## config.mk

```make
export PLATFORM = sky130hd
export DESIGN_NAME = qida_ctrl
export DESIGN_NICKNAME = d
export VERILOG_FILES = /design/src/rtl/qida_pkg.sv /design/src/rtl/qida_ctrl.sv
export SDC_FILE = /design/constraint.sdc
export NUM_CORES = 1
export LEC_CHECK = 0
export BUFFER_PORTS_ARGS = -buffer_cell sky130_fd_sc_hd__buf_2
export CELL_PAD_IN_SITES_DETAIL_PLACEMENT = 1
export CELL_PAD_IN_SITES_GLOBAL_PLACEMENT = 2
export CORE_MARGIN = 4
export CORE_UTILIZATION = 22
export CTS_BUF_LIST = sky130_fd_sc_hd__clkbuf_4 sky130_fd_sc_hd__clkbuf_8 sky130_fd_sc_hd__clkbuf_16
export CTS_CLUSTER_SIZE = 30
export DETAILED_ROUTE_END_ITERATION = 8
export GPL_ROUTABILITY_DRIVEN = 0
export MAX_ROUTING_LAYER = met4
export PLACE_DENSITY_LB_ADDON = 0.1
export SLEW_MARGIN = 20
export SYNTH_ARGS = -nofsm -noshare
export SYNTH_HDL_FRONTEND = slang
export SYNTH_SLANG_ARGS = --single-unit
```

## constraint.sdc

```tcl
create_clock -name clk -period 1.5 [get_ports clk]
set_input_delay 0.15 -clock clk [delete_from_list [all_inputs] [get_ports clk]]
set_output_delay 0.15 -clock clk [all_outputs]
set_load 0.01 [all_outputs]
```

## src/rtl/qida_pkg.sv

```systemverilog
// shared types, constants and codes for the query id allocator with quarantine
package qida_pkg;

    // pool size and field widths
    localparam int NUM_IDS = 256;
    localparam int ID_W    = $clog2(NUM_IDS);
    localparam int TIME_W  = 32;
    localparam int HOLD_W  = 15;

    localparam logic [HOLD_W-1:0] HOLD_RESET = 15'd60;

    // request codes
    localparam logic REQ_ALLOC   = 1'b0;
    localparam logic REQ_RELEASE = 1'b1;

    // result status codes
    localparam logic [1:0] STATUS_OK   = 2'd0;
    localparam logic [1:0] STATUS_EXH  = 2'd1;
    localparam logic [1:0] STATUS_BAD  = 2'd2;

    // per-id state codes
    localparam logic [1:0] ST_FREE = 2'd0;
    localparam logic [1:0] ST_WAIT = 2'd1;
    localparam logic [1:0] ST_RUN  = 2'd2;

    // input word
    typedef struct packed {
        logic              req_type;
        logic [7:0]        release_id;
        logic [TIME_W-1:0] now;
    } in_word_t;

    // output word
    typedef struct packed {
        logic [1:0] status;
        logic [7:0] granted_id;
    } out_word_t;

    // one row of the link table
    typedef struct packed {
        logic [1:0]      id_state;
        logic            last;
        logic [ID_W-1:0] next;
    } node_t;

    // table read address selection
    typedef enum logic [1:0] {
        RD_IN,
        RD_WAIT_HEAD,
        RD_FREE_HEAD,
        RD_TAIL
    } rd_sel_t;

    // controller states
    typedef enum logic [3:0] {
        S_IDLE,
        S_RCHK,
        S_FL_RD,
        S_FL_CHK,
        S_POP_RD,
        S_POP,
        S_REL_WR,
        S_TAIL_WR,
        S_DONE
    } state_t;

    // commands from controller to datapath
    typedef struct packed {
        logic       accept;
        logic       rd_en;
        rd_sel_t    rd_sel;
        logic       flush_step;
        logic       pop;
        logic       rel_write;
        logic       tail_write;
        logic       res_set;
        logic [1:0] res_status;
        logic       load_out;
    } ctl_cmd_t;

    // status from datapath to controller
    typedef struct packed {
        logic in_release;
        logic req_release;
        logic free_empty;
        logic wait_empty;
        logic expired;
        logic rd_running;
        logic out_busy;
    } ctl_sts_t;

endpackage

```

## src/rtl/qida_ctrl.sv

```systemverilog
// controller state machine sequencing allocate, release and quarantine flush
module qida_ctrl (
    input  logic              clk,
    input  logic              rst_n,
    input  logic              in_valid,
    output logic              in_stall,
    input  qida_pkg::ctl_sts_t sts,
    output qida_pkg::ctl_cmd_t cmd
);
    import qida_pkg::*;

    state_t state_reg;
    state_t state_next;

    // state register
    always_ff @(posedge clk or negedge rst_n)
    begin
        if (!rst_n)
        begin
            state_reg <= S_IDLE;
        end
        else
        begin
            state_reg <= state_next;
        end
    end

    // next state and commands
    always_comb
    begin
        state_next     = state_reg;
        cmd            = '0;
        cmd.rd_sel     = RD_IN;
        cmd.res_status = STATUS_OK;
        in_stall       = 1'b1;
        case (state_reg)
            S_IDLE:
            begin
                in_stall = 1'b0;
                if (in_valid)
                begin
                    cmd.accept = 1'b1;
                    if (sts.in_release)
                    begin
                        cmd.rd_en  = 1'b1;
                        cmd.rd_sel = RD_IN;
                        state_next = S_RCHK;
                    end
                    else if (sts.free_empty)
                    begin
                        state_next = S_FL_RD;
                    end
                    else
                    begin
                        state_next = S_POP_RD;
                    end
                end
            end
            // released id must be running
            S_RCHK:
            begin
                if (!sts.rd_running)
                begin
                    cmd.res_set    = 1'b1;
                    cmd.res_status = STATUS_BAD;
                    state_next     = S_DONE;
                end
                else
                begin
                    state_next = S_FL_RD;
                end
            end
            // fetch the oldest quarantined id
            S_FL_RD:
            begin
                if (sts.wait_empty)
                begin
                    state_next = sts.req_release ? S_REL_WR : S_POP_RD;
                end
                else
                begin
                    cmd.rd_en  = 1'b1;
                    cmd.rd_sel = RD_WAIT_HEAD;
                    state_next = S_FL_CHK;
                end
            end
            // move it to the free list if its hold has run out
            S_FL_CHK:
            begin
                if (sts.expired)
                begin
                    cmd.flush_step = 1'b1;
                    state_next     = S_FL_RD;
                end
                else
                begin
                    state_next = sts.req_release ? S_REL_WR : S_POP_RD;
                end
            end
            S_POP_RD:
            begin
                if (sts.free_empty)
                begin
                    cmd.res_set    = 1'b1;
                    cmd.res_status = STATUS_EXH;
                    state_next     = S_DONE;
                end
                else
                begin
                    cmd.rd_en  = 1'b1;
                    cmd.rd_sel = RD_FREE_HEAD;
                    state_next = S_POP;
                end
            end
            S_POP:
            begin
                cmd.pop        = 1'b1;
                cmd.res_set    = 1'b1;
                cmd.res_status = STATUS_OK;
                state_next     = S_DONE;
            end
            // queue the id, reading the old tail for relinking
            S_REL_WR:
            begin
                cmd.rel_write = 1'b1;
                if (sts.wait_empty)
                begin
                    cmd.res_set    = 1'b1;
                    cmd.res_status = STATUS_OK;
                    state_next     = S_DONE;
                end
                else
                begin
                    cmd.rd_en  = 1'b1;
                    cmd.rd_sel = RD_TAIL;
                    state_next = S_TAIL_WR;
                end
            end
            S_TAIL_WR:
            begin
                cmd.tail_write = 1'b1;
                cmd.res_set    = 1'b1;
                cmd.res_status = STATUS_OK;
                state_next     = S_DONE;
            end
            // hand the result to the output register once it is free
            S_DONE:
            begin
                if (!sts.out_busy)
                begin
                    cmd.load_out = 1'b1;
                    state_next   = S_IDLE;
                end
            end
            default:
            begin
                state_next = S_IDLE;
            end
        endcase
    end

endmodule

```

# Yosys cells after proc, flatten, opt, wreduce, memory -nomap -nowiden
# Cells that the tools add are included.
# word_totals
out_inout_bits,13
latch_bits,0
mem_bits_ro,0
ram_bits,0
input_bits,10
regBits,4
mem_count,0
word_cells,44
# classes
order_cmp,0
add_sub_neg,0
n_reduce_logical,3
n_eq_ne,10
n_bitwise,0
shifts,0
div,0
mul,0
muxes,30
# ops
op,n
case mux 4 bit (8 select lines),1
2-to-1 mux 3 bit,10
2-to-1 mux 4 bit,7
case mux 3 bit (4 select lines),2
equality test 4 x 3 -> 1 bit (second input constant),4
2-to-1 mux 1 bit,9
equality test 4 x 2 -> 1 bit (second input constant),2
equality test 4 x 1 -> 1 bit (second input constant),1
equality test 4 bit (second input constant),1
logical NOT 4 bit,1
inequality test 2 bit (second input constant),2
2-to-1 mux 2 bit,1
AND reduction 2 bit,1
OR reduction 2 bit,1

# Logic depth before layout (Yosys ltp)
# depth
depth_word,4
ltp_mapped,4

# Least setup slack after synthesis
# Ideal clock, no wire load.
# synth_path
kind,register -> output
from,register state_reg[3]
to,output port cmd[1] in the netlist's numbering
arrival_time_ns,1.189
setup_slack_ns,0.161
n_path_buf,1
path_stages_with_launch,4
cell_sequence,dfrtp_1 buf_6 nand2b_1 nor4b_1
# synth_rtl
item,line,text
from (decl),qida_ctrl.sv:12,state_t state_reg;
from (signal assigned),qida_ctrl.sv:24,state_reg <= state_next;
to (decl),qida_ctrl.sv:8,output qida_pkg::ctl_cmd_t cmd

==> results.py <==
metrics = {
    "route": {
        "highest-signal-layer": "met4",
        "routed_via_density": 4.52,
        "dr_wl_met2_um": 615,
        "firstDrtPassIters": 4,
        "drc": 0,
        "drtAntennaViolNets": 0,
        "wl_met3_um": 60,
        "drt_iter0_drc": 5,
        "routedWlPerCell_um": 12.1,
        "wl_met1_um": 645,
        "routed_wl_um": 1330,
        "vias": 497,
    },
    "timing": {
        "slew_headroom_pct": 81.9,
        "fmax_mhz": 643,
        "rsz0062_at_grt": "yes",
        "finalCritPeriodShare_pct": 104,
        "hold_slack_ns": 0.180,
        "slew_violations": 0,
        "worst_slew_pin_slew_ns": 0.269,
        "skew_ns": 0.00302,
        "fin_ws_ns": -0.0542,
        "period_needed_ns": 1.55,
        "hold_viol": 0,
        "setup_viol": 3,
    },
    "logic_synthesis": {
        "syn_inst": 55,
        "synth.distinct_cells": 26,
        "ys_ff_latch": 4,
        "synth_nets": 65,
        "seq_area_frac_synth_pct": 23.1,
        "avgSynthCellArea_um2": 7.89,
        "ys_warn_count": 0,
        "syn_area_um2": 434,
    },
    "finish": {
        "areaGrowthSynthToFinish_pct": 58.2,
        "fin_area_um2": 687,
        "drive_above_1_share_pct": 61.2,
        "insertedDiodeCount": 0,
        "final_nets": 97,
        "n_fill_cell": 235,
        "postLayoutCoreUtil_pct": 38.1,
        "largest_reg_flops": 4,
    },
    "grt": {
        "grt_pass1_vias": 533,
        "gr-total-overflow": 0,
        "grt_pass1_wl_um": 2370,
        "grt_usage_pct": 12.0,
        "antenna_found_initial": 0,
        "grt_max_degree": 10,
    },
    "clock_tree": {
        "clockBufferDepth": 2,
        "root_buffer": "clkbuf_4",
        "clk_latency_ns": 0.24,
        "cts_tree": "yes",
        "clk_pin_slew_ns": 0.04,
        "cts_buffers": 3,
        "clock-sinks": 4,
        "h-tree-depth": 1,
    },
    "min_path": {
        "hp-class": "in -> reg",
        "hold_end": "state_reg[3]",
        "hold_path.startpoint": "sts[0]",
        "whs_path_depth": 3,
    },
    "run": {
        "cap_violations": 0,
    },
    "worst_setup_path": {
        "cp-end-kind": "primary output",
        "rr_endpoint": "state_reg[1]",
        "r2r_slack_ns": 0.16,
        "ff2ff_path_depth": 4,
        "critPathLaunchType": "flip-flop",
        "critical_path.max_stage_delay_ns": 0.43,
        "r2r_start": "state_reg[3]",
        "critical_path.slowest_cell": "dfrtp_2",
        "arrival_ns": 1.40,
        "worst-path-buf-inv": 2,
        "crit_required_ns": 1.35,
        "path_cells": "buf_4, nor2_2, a22oi_1, o31ai_1, buf_2",
        "crit_fanout": 5,
        "crit_family": "flip-flops",
        "worstSetupPathType": "reg -> out",
    },
    "floorplanning": {
        "ioPinCount": 23,
        "fp.dieH_um": 52.4,
        "die_w_um": 52.4,
        "start_util_pct": 24.1,
        "core_area_um2": 1800,
        "rows": 15,
        "dieArea_um2": 2750,
    },
    "placed_design": {
        "post-place-ws_ns": 0.122,
        "postPlaceCellArea_um2": 587,
        "hpwl_um": 1080,
        "numPortBuffers": 22,
    },
    "power": {
        "power_density_nw_per_um2": 1730,
        "finalPower_mw": 1.19,
        "p_leak_nw": 0.341,
        "max-vdd-ir-drop_uv": 585,
    },
    "outcome": {
        "failed_checks": "setup timing",
        "status": "complete, but fails checks",
    },
}
-- power breakdown --
part	internal [mW]	total [mW]	switching [mW]	leakage, nW
Clock	0.0897	0.137	0.0470	0.0138
Combinational	0.403	0.798	0.395	0.280
Sequential	0.159	0.257	0.0976	0.0474
-- metrics by stage --
step	TNS, ns	cells
2_1_floorplan	0	55
3_3_place_gp	0	104
3_5_place_dp	0	104
4_1_cts	-0.265	110
5_1_grt	-0.803	110
6_report	-0.108	110
-- how the worst max path moves through the flow --
stage          cells past startpoint         start            to
6_report                           5  state_reg[1]       cmd[10]
5_1_grt                            4  state_reg[2]        cmd[2]
4_1_cts                            4  state_reg[3]       cmd[10]
3_5_place_dp                       4  state_reg[3]  state_reg[1]
3_3_place_gp                       4  state_reg[3]       cmd[10]
2_1_floorplan                      3  state_reg[3]        cmd[1]
-- worst min-delay path: cells and delay by family --
kind                   cells  cell delay [ns]
buffers and inverters      1             0.09
AND/OR/NAND/NOR            2             0.14
-- cells in the mapped netlist --
library cell  n  area (um2)
buf_6         1        11.3
nor4b_2       1        15.0
inv_1         5        18.8
nand3b_1      1        7.51
o211ai_1      1        7.51
buf_4         3        22.5
nor3_1        3        15.0
and2_1        1        6.26
nor2b_1       1        6.26
or2_2         1        6.26
nor3b_1       1        7.51
nor4b_1       1        8.76
o21bai_1      1        7.51
nor4_4        1        21.3
and4bb_2      1        12.5
a31oi_1       2        12.5
nand3_1       5        25.0
nor2_1        7        26.3
a22oi_1       3        22.5
a21o_2        1        8.76
mux2_2        1        11.3
o31ai_1       2        15.0
nand2_1       3        11.3
nand2b_1      3        18.8
dfrtp_1       4         100
xor2_1        1        8.76
-- placed cells by master (no fill, tap or decap), types with 2 or more instances in the layout --
cell and n:
o31ai_1 2, clkbuf_4 3, dfrtp_2 4, inv_1 5, nand3_1 4, a22oi_1 3
nor3_2 3, nand2b_1 2, buf_2 22, nor4b_2 2, a31oi_1 2, nand2_1 3
buf_4 7, nor2_1 6
-- layout make-up --
class / count / area, um2 / share of cell area, %
Multi-Input combinational cell: 42 / 325 / 47.4
Sequential cell: 4 / 105 / 15.3
Inverter: 5 / 18.8 / 2.73
Tap cell: 25 / 31.3 / 4.55
Timing Repair Buffer: 31 / 184 / 26.8
Clock buffer: 3 / 22.5 / 3.28
-- routing by layer --
layer / global-route usage [%] / vias to the layer above
li1: - / 256
met1: 15.6 / 227
met2: 17.8 / 12
met3: 3.42 / 2
met4: 3.83 / 0
met5: - / -
-- kinds of logic (layout without fill, tap and decap cells) --
logic type                Yosys count  in the layout  share of synthesized area (%)
DFF                                 4              4                           23.1
muxes                               1              1                           2.59
and+or+nand+nor                    30             30                           43.2
xor gates and xnor gates            1              1                           2.02
buffers and inverters               9             39                           12.1
AOI/OAI and AO/OA                  10             10                           17.0
-- what timing repair did --
action / in CTS / in global routing
endpoints found under the setup margin: 8 / 11
resized for setup: 7 / 8
buffers inserted: 2 / 0
cloned: 0 / 0
endpoints found under the hold margin: 4 / 0
pin swaps: 1 / 1
hold buffers: 1 / 0
(Power assumes the default switching activity.)
